$ cat src/hw/rtl/irpwc_pkg.sv
// shared types and constants of the ir pulse width capture block
`timescale 1ns / 1ps

package irpwc_pkg;

    // buffer sizing
    localparam int DEFAULT_BUFFER_DEPTH = 256;
    localparam int STORE_LIMIT_MAX      = 255;

    // field widths
    localparam int WIDTH_W   = 8;
    localparam int COUNT_W   = 8;
    localparam int TICK_W    = 16;
    localparam int CFG_IDX_W = 2;
    localparam int CFG_DATA_W = 16;

    localparam logic [TICK_W-1:0] TICK_MAX = '1;

    // transaction kinds carried on s_tuser
    typedef enum logic [1:0] {
        ACT_TICK = 2'd0,
        ACT_ARM  = 2'd1,
        ACT_READ = 2'd2
    } action_t;

    // configuration register indexes
    localparam logic [CFG_IDX_W-1:0] CFG_START_ON_RISING = 2'd0;
    localparam logic [CFG_IDX_W-1:0] CFG_TIMEOUT_TICKS   = 2'd1;
    localparam logic [CFG_IDX_W-1:0] CFG_MIN_COUNT       = 2'd2;

    // configuration reset values
    localparam logic                RST_START_ON_RISING = 1'b0;
    localparam logic [TICK_W-1:0]   RST_TIMEOUT_TICKS   = 16'hFFFF;
    localparam logic [COUNT_W-1:0]  RST_MIN_COUNT       = 8'd10;

endpackage

$ cat src/hw/rtl/ir_pulse_width_capture.sv
// top level of the ir pulse width capture block
// latency: a transaction accepted at one edge shows its result on m_* from the next cycle
// throughput: one transaction per cycle; s_tready drops only while a result is stalled
// the edge detect, tick counter, buffer write and buffer read all act on the transaction as it is accepted
// reset: synchronous active-low, returns to idle, armed, line high, no stored entries
// the buffer itself is not cleared; entries at or above the count always read as zero
`timescale 1ns / 1ps

module ir_pulse_width_capture #(
    parameter int BUFFER_DEPTH = irpwc_pkg::DEFAULT_BUFFER_DEPTH
) (
    input  logic                             aclk,
    input  logic                             aresetn,
    // configuration write port
    input  logic                             cfg_wr_en,
    input  logic [irpwc_pkg::CFG_IDX_W-1:0]  cfg_index,
    input  logic [irpwc_pkg::CFG_DATA_W-1:0] cfg_wdata,
    // input stream
    input  logic                             s_tvalid,
    output logic                             s_tready,
    input  logic [15:0]                      s_tdata,  // [0] line_level, [8:1] read_index
    input  logic [1:0]                       s_tuser,  // [1:0] action
    // result stream
    output logic                             m_tvalid,
    input  logic                             m_tready,
    // [0] capture_done, [8:1] entry_count, [16:9] read_data, [17] receiver_armed
    output logic [23:0]                      m_tdata
);

    localparam int ADDR_W = $clog2(BUFFER_DEPTH);
    localparam int STORE_LIMIT_INT = (BUFFER_DEPTH > irpwc_pkg::STORE_LIMIT_MAX) ?
                                     irpwc_pkg::STORE_LIMIT_MAX : BUFFER_DEPTH;
    localparam logic [irpwc_pkg::COUNT_W-1:0] STORE_LIMIT =
        irpwc_pkg::COUNT_W'(STORE_LIMIT_INT);

    typedef enum logic [1:0] {
        PH_IDLE,
        PH_WAIT_RISE,
        PH_WAIT_FALL
    } phase_t;

    // configuration registers
    logic                              start_on_rising_reg;
    logic [irpwc_pkg::TICK_W-1:0]      timeout_reg;
    logic [irpwc_pkg::COUNT_W-1:0]     min_count_reg;

    // capture state
    phase_t                            phase_reg, phase_next;
    logic                              armed_reg, armed_next;
    logic [irpwc_pkg::TICK_W-1:0]      tick_cnt_reg, tick_cnt_next;
    logic [irpwc_pkg::COUNT_W-1:0]     count_reg, count_next;
    logic                              prev_level_reg, prev_level_next;

    // result register
    logic                              m_valid_reg;
    logic                              done_reg, done_next;
    logic                              hit_reg, hit_next;

    // decoded input
    logic                              in_accept;
    irpwc_pkg::action_t                action;
    logic                              level;
    logic [irpwc_pkg::COUNT_W-1:0]     read_index;

    logic                              rise;
    logic                              fall;
    logic                              expected;
    logic [irpwc_pkg::TICK_W-1:0]      tick_inc;
    logic                              wr_en;
    logic                              rd_en;
    logic [irpwc_pkg::WIDTH_W-1:0]     mem_rdata;

    assign in_accept  = s_tvalid && s_tready;
    assign action     = irpwc_pkg::action_t'(s_tuser);
    assign level      = s_tdata[0];
    assign read_index = s_tdata[8:1];

    // output slot frees as the held result is taken
    assign s_tready = !m_valid_reg || m_tready;

    // configuration writes
    always_ff @(posedge aclk) begin
        if (!aresetn) begin
            start_on_rising_reg <= irpwc_pkg::RST_START_ON_RISING;
            timeout_reg         <= irpwc_pkg::RST_TIMEOUT_TICKS;
            min_count_reg       <= irpwc_pkg::RST_MIN_COUNT;
        end else if (cfg_wr_en) begin
            case (cfg_index)
                irpwc_pkg::CFG_START_ON_RISING: start_on_rising_reg <= cfg_wdata[0];
                irpwc_pkg::CFG_TIMEOUT_TICKS:   timeout_reg <= cfg_wdata;
                irpwc_pkg::CFG_MIN_COUNT:       min_count_reg <= cfg_wdata[7:0];
                default: ;
            endcase
        end
    end

    // edge detect and saturating tick count
    assign rise     = !prev_level_reg && level;
    assign fall     = prev_level_reg && !level;
    assign expected = (phase_reg == PH_WAIT_RISE) ? rise : fall;
    assign tick_inc = (tick_cnt_reg != irpwc_pkg::TICK_MAX) ?
                      tick_cnt_reg + 1'b1 : tick_cnt_reg;

    // next state for one transaction
    always_comb begin
        phase_next      = phase_reg;
        armed_next      = armed_reg;
        tick_cnt_next   = tick_cnt_reg;
        count_next      = count_reg;
        prev_level_next = prev_level_reg;
        done_next       = 1'b0;
        hit_next        = 1'b0;
        wr_en           = 1'b0;
        rd_en           = 1'b0;
        if (in_accept) begin
            case (action)
                irpwc_pkg::ACT_TICK: begin
                    prev_level_next = level;
                    if (armed_reg) begin
                        if (phase_reg == PH_IDLE) begin
                            if (start_on_rising_reg ? rise : fall) begin
                                phase_next    = start_on_rising_reg ? PH_WAIT_FALL
                                                                    : PH_WAIT_RISE;
                                count_next    = '0;
                                tick_cnt_next = '0;
                            end
                        end else begin
                            tick_cnt_next = tick_inc;
                            if (expected && (count_reg < STORE_LIMIT)) begin
                                wr_en         = 1'b1;
                                count_next    = count_reg + 1'b1;
                                tick_cnt_next = '0;
                                phase_next    = (phase_reg == PH_WAIT_RISE) ? PH_WAIT_FALL
                                                                            : PH_WAIT_RISE;
                            end else if (tick_inc >= timeout_reg) begin
                                if (count_reg > min_count_reg) begin
                                    done_next  = 1'b1;
                                    armed_next = 1'b0;
                                end
                                phase_next = PH_IDLE;
                            end
                        end
                    end
                end
                irpwc_pkg::ACT_ARM: begin
                    armed_next = 1'b1;
                    phase_next = PH_IDLE;
                end
                irpwc_pkg::ACT_READ: begin
                    rd_en    = 1'b1;
                    hit_next = read_index < count_reg;
                end
                default: ;
            endcase
        end
    end

    // state and result register
    always_ff @(posedge aclk) begin
        if (!aresetn) begin
            phase_reg      <= PH_IDLE;
            armed_reg      <= 1'b1;
            tick_cnt_reg   <= '0;
            count_reg      <= '0;
            prev_level_reg <= 1'b1;
            m_valid_reg    <= 1'b0;
            done_reg       <= 1'b0;
            hit_reg        <= 1'b0;
        end else begin
            phase_reg      <= phase_next;
            armed_reg      <= armed_next;
            tick_cnt_reg   <= tick_cnt_next;
            count_reg      <= count_next;
            prev_level_reg <= prev_level_next;
            if (in_accept) begin
                m_valid_reg <= 1'b1;
                done_reg    <= done_next;
                hit_reg     <= hit_next;
            end else if (m_tready) begin
                m_valid_reg <= 1'b0;
            end
        end
    end

    // pulse width buffer
    irpwc_width_mem #(
        .DEPTH  (BUFFER_DEPTH),
        .ADDR_W (ADDR_W)
    ) u_width_mem (
        .aclk    (aclk),
        .wr_en   (wr_en),
        .wr_addr (ADDR_W'(count_reg)),
        .wr_data (tick_inc[irpwc_pkg::WIDTH_W-1:0]),
        .rd_en   (rd_en),
        .rd_addr (ADDR_W'(read_index)),
        .rd_data (mem_rdata)
    );

    // result packing; count and armed are the state after the last transaction
    assign m_tvalid = m_valid_reg;
    assign m_tdata  = {6'd0,
                       armed_reg,
                       hit_reg ? mem_rdata : {irpwc_pkg::WIDTH_W{1'b0}},
                       count_reg,
                       done_reg};

endmodule

$ cat src/hw/rtl/irpwc_width_mem.sv
// pulse width buffer: one write port, one registered read port
`timescale 1ns / 1ps

module irpwc_width_mem #(
    parameter int DEPTH  = irpwc_pkg::DEFAULT_BUFFER_DEPTH,
    parameter int ADDR_W = $clog2(DEPTH)
) (
    input  logic                          aclk,
    input  logic                          wr_en,
    input  logic [ADDR_W-1:0]             wr_addr,
    input  logic [irpwc_pkg::WIDTH_W-1:0] wr_data,
    input  logic                          rd_en,
    input  logic [ADDR_W-1:0]             rd_addr,
    output logic [irpwc_pkg::WIDTH_W-1:0] rd_data
);

    logic [irpwc_pkg::WIDTH_W-1:0] mem [DEPTH];
    logic [irpwc_pkg::WIDTH_W-1:0] rd_data_reg;

    // write port
    always_ff @(posedge aclk) begin
        if (wr_en) begin
            mem[wr_addr] <= wr_data;
        end
    end

    // registered read port, holds between reads
    always_ff @(posedge aclk) begin
        if (rd_en) begin
            rd_data_reg <= mem[rd_addr];
        end
    end

    assign rd_data = rd_data_reg;

endmodule

$ cat config.mk
export PLATFORM = sky130hd
export DESIGN_NAME = ir_pulse_width_capture
export DESIGN_NICKNAME = d
export VERILOG_FILES = /design/src/hw/rtl/irpwc_pkg.sv /design/src/hw/rtl/ir_pulse_width_capture.sv /design/src/hw/rtl/irpwc_width_mem.sv
export SDC_FILE = /design/constraint.sdc
export NUM_CORES = 2
export LEC_CHECK = 0
export BUFFER_PORTS_ARGS = -buffer_cell sky130_fd_sc_hd__buf_2
export CORE_UTILIZATION = 30
export CTS_CLUSTER_DIAMETER = 40
export DETAILED_ROUTE_END_ITERATION = 10
export GPL_TIMING_DRIVEN = 0
export PLACE_DENSITY = 0.56
export SYNTH_ARGS = -nofsm -noshare
export SYNTH_HDL_FRONTEND = slang
export SYNTH_HIERARCHICAL = 1
export SYNTH_SLANG_ARGS = --single-unit
export TNS_END_PERCENT = 30
$ cat constraint.sdc
create_clock -name aclk -period 10.3 [get_ports aclk]
set_input_delay 1.03 -clock aclk [delete_from_list [all_inputs] [get_ports aclk]]
set_output_delay 1.03 -clock aclk [all_outputs]
set_load 0.02 [all_outputs]
==> flow_metrics.env <==
export IMPL_grt_setup_unrepaired="false"
export IMPL_min_period_ps=6050
export IMPL_min_from="cfg_wdata[10]"
export IMPL_clock_skew_ps=55.5
export IMPL_syn_inst=4161
export IMPL_hpwlAfterDp_mm=184
export IMPL_synth_flop_cell="edfxtp_1"
export IMPL_fin_util=0.361
export IMPL_status="finished, violations left"
export IMPL_ctsHoldBuffers=0
export IMPL_yosys_warnings=6
export IMPL_clock_sinks=2112
export IMPL_power_density_mw_per_mm2=204
export IMPL_drv_slew=73
export IMPL_pwr_share_clk=0.500
export IMPL_fin_area_mm2=0.0992
export IMPL_postRouteAntennaNets=0
export IMPL_path_cells="buf_2, buf_4, clkbuf_1, clkbuf_1, clkbuf_1, a211oi_1, nor2_1, nor4_1, nor4_1"
export IMPL_nets=4646
export IMPL_gp_congestion=0.949
export IMPL_p_int_mw=15.9
export IMPL_crit_top_cell="clkbuf_1"
export IMPL_wl_per_cell_um=31.7
export IMPL_r2r_setup_slack_ps=4990
export IMPL_ys_top_cells_by_area="edfxtp_1, mux4_2, mux2i_1"
export IMPL_drc=0
export IMPL_yosys_area_top_type_share=0.742
export IMPL_root_buffer="clkbuf_16"
export IMPL_grt_pass1_wl_mm=367
export IMPL_avgSynthCellArea_um2=20.0
export IMPL_hold_viol_final=0
export IMPL_peakVddDrop_mv=0.248
export IMPL_cts_tree="done"
export IMPL_max_slew_margin=-0.0859
export IMPL_cts_buffers=297
export IMPL_syn_to_final_growth_pct=19.2
export IMPL_hold_path_class="in2reg"
export IMPL_dieArea_mm2=0.279
export IMPL_cts_resized=0
export IMPL_worst_setup_path_start_kind="primary input"
export IMPL_async_flop_share=0
export IMPL_crit_type="in2reg"
export IMPL_die_x_um=529
export IMPL_max_cap_viol_count=8
export IMPL_antenna_found_initial=19
export IMPL_worstPathRequired_ps=10800
export IMPL_p_sw_frac=0.214
export IMPL_fmaxAchievable_ghz=0.165
export IMPL_startpoint="s_tdata[5]"
export IMPL_die_height_um=529
export IMPL_netlist_area_mm2=0.0832
export IMPL_cpMaxStageDelayCell="nor4_1"
export IMPL_grt_max_degree=141
export IMPL_post_route_period_util=0.587
export IMPL_clkTransAtPathRegs_ps=60
export IMPL_routed_wl_mm=269
export IMPL_ys_top_cells_by_count="edfxtp_1, mux4_2, nor2_1"
export IMPL_synth_edf_count=2056
export IMPL_clkLatencyLatePin_ps=930
export IMPL_gr_total_overflow=0
export IMPL_worstReg2RegStart="count_reg[7]"
export IMPL_switching_power_mw=4.34
export IMPL_synth_largest_area_cell="edfxtp_1"
export IMPL_num_vias=46165
export IMPL_track_usage=0.190
export IMPL_layout_drive_gt1_share=0.248
export IMPL_htreeDepth=5
export IMPL_p_leak_nw=31.2
export IMPL_critPathMaxFanout=10
export IMPL_power_frac_seq=0.460
export IMPL_avgViaCountPerCell=5.44
export IMPL_setup_violations=0
export IMPL_core_area_mm2=0.275
export IMPL_rows=192
export IMPL_ctsLongestPathBuffers=4
export IMPL_largest_reg_flops=2048
export IMPL_post_synth_top_count_cell="edfxtp_1"
export IMPL_start_util=0.303
export IMPL_comb_power_share=0.040
export IMPL_arrival_ps=6550
export IMPL_place_area_mm2=0.0893
export IMPL_drt_iter0_markers=7027
export IMPL_post_cts_setup_buffer_count=0
export IMPL_grt_pass1_vias=44839
export IMPL_violations="capacitance limit, slew limit"
export IMPL_pin_count=67
export IMPL_ys_seq_area_frac=0.755
export IMPL_synth_seq_cells=2112
export IMPL_timing_hold_ws_ps=358
export IMPL_max_stage_delay_ps=1130
export IMPL_first_pass_iters=7
export IMPL_tightestPinTransition_ps=1630
export IMPL_io_buffers=53
export IMPL_synth_cell_type_count=87
export IMPL_cp_end_kind="flip-flop"
metrics by stage:
| step | total power [mW] | setup slack [ps] | cells | TNS (ps) |
|---|---|---|---|---|
| 2_1_floorplan | 9.91 | 475 | 4166 | 0 |
| 3_3_place_gp | 10.3 | -7620 | 7905 | -3318400 |
| 3_5_place_dp | 10.3 | 3420 | 7955 | 0 |
| 4_1_cts | 20.4 | 4340 | 8470 | 0 |
| 5_1_grt | 20.7 | 4340 | 8477 | 0 |
| 6_report | 20.2 | 4250 | 8488 | 0 |
cells by family after synthesis:
group                    synth area share
AO/OA/AOI/OAI                      0.0410
XOR/XNOR                          0.00179
adder cells (fa/ha/maj)           0.00496
buffers and inverters              0.0209
flip-flops                          0.755
multiplexers                        0.141
other                           0.0000451
AND/OR/NAND/NOR                    0.0345
layout make-up:
type / count / area (µm²)
inverter: 43 / 169
tap: 3686 / 4610
multi-input combinational: 1757 / 18800
buffer: 254 / 1600
clock inverter: 173 / 2030
antenna: 14 / 35.0
clock buffer: 342 / 7770
sequential: 2112 / 62900
timing repair buffer: 107 / 1380
fill: 25363 / 176000
power by group through the flow:
stage	combinational (mW)	clock [mW]	sequential (mW)
6_report	0.809	10.1	9.31
3_3_place_gp	0.786	0	9.49
2_1_floorplan	0.427	0	9.48
5_1_grt	0.820	10.6	9.30
3_5_place_dp	0.793	0	9.48
4_1_cts	0.795	10.3	9.31
final timing paths:
| check | cells past startpoint | endpoint |
|---|---|---|
| worst max-delay path | 9 | u_width_mem/rd_data[4] |
| worst min-delay path | 3 | timeout_reg[10] |
| worst max register to register | 8 | u_width_mem/mem[137][1] |
| worst min register to register | 2 | done_reg |
worst max-delay path, delay by kind of cell:
kind            cells  cell delay (ps)
buf+inv             5             3580
compound gates      1              220
simple gates        3             1640
layer usage:
metal	vias to the layer above	part of all wire	GRT usage
met2	2744	0.46	0.293
met3	532	0.11	0.0478
met4	2	0.043	0.0766
met5	-	0.000048	0
li1	18149	-	-
met1	24738	0.39	0.255
placed cells by master, fill, tap and decap left out, drive strengths merged, types with 34 or more instances in the layout:
master / instances
a21oi: 121
edfxtp: 2056
mux2i: 142
o21ai: 34
bufinv: 36
clkinv: 78
mux4: 456
inv: 69
buf: 240
clkbuf: 462
nor2b: 34
nand3: 46
o221ai: 48
nand2: 77
nor2: 318
dfxtp: 56
a22oi: 134
No activity file was read; power rests on OpenSTA's default activity.
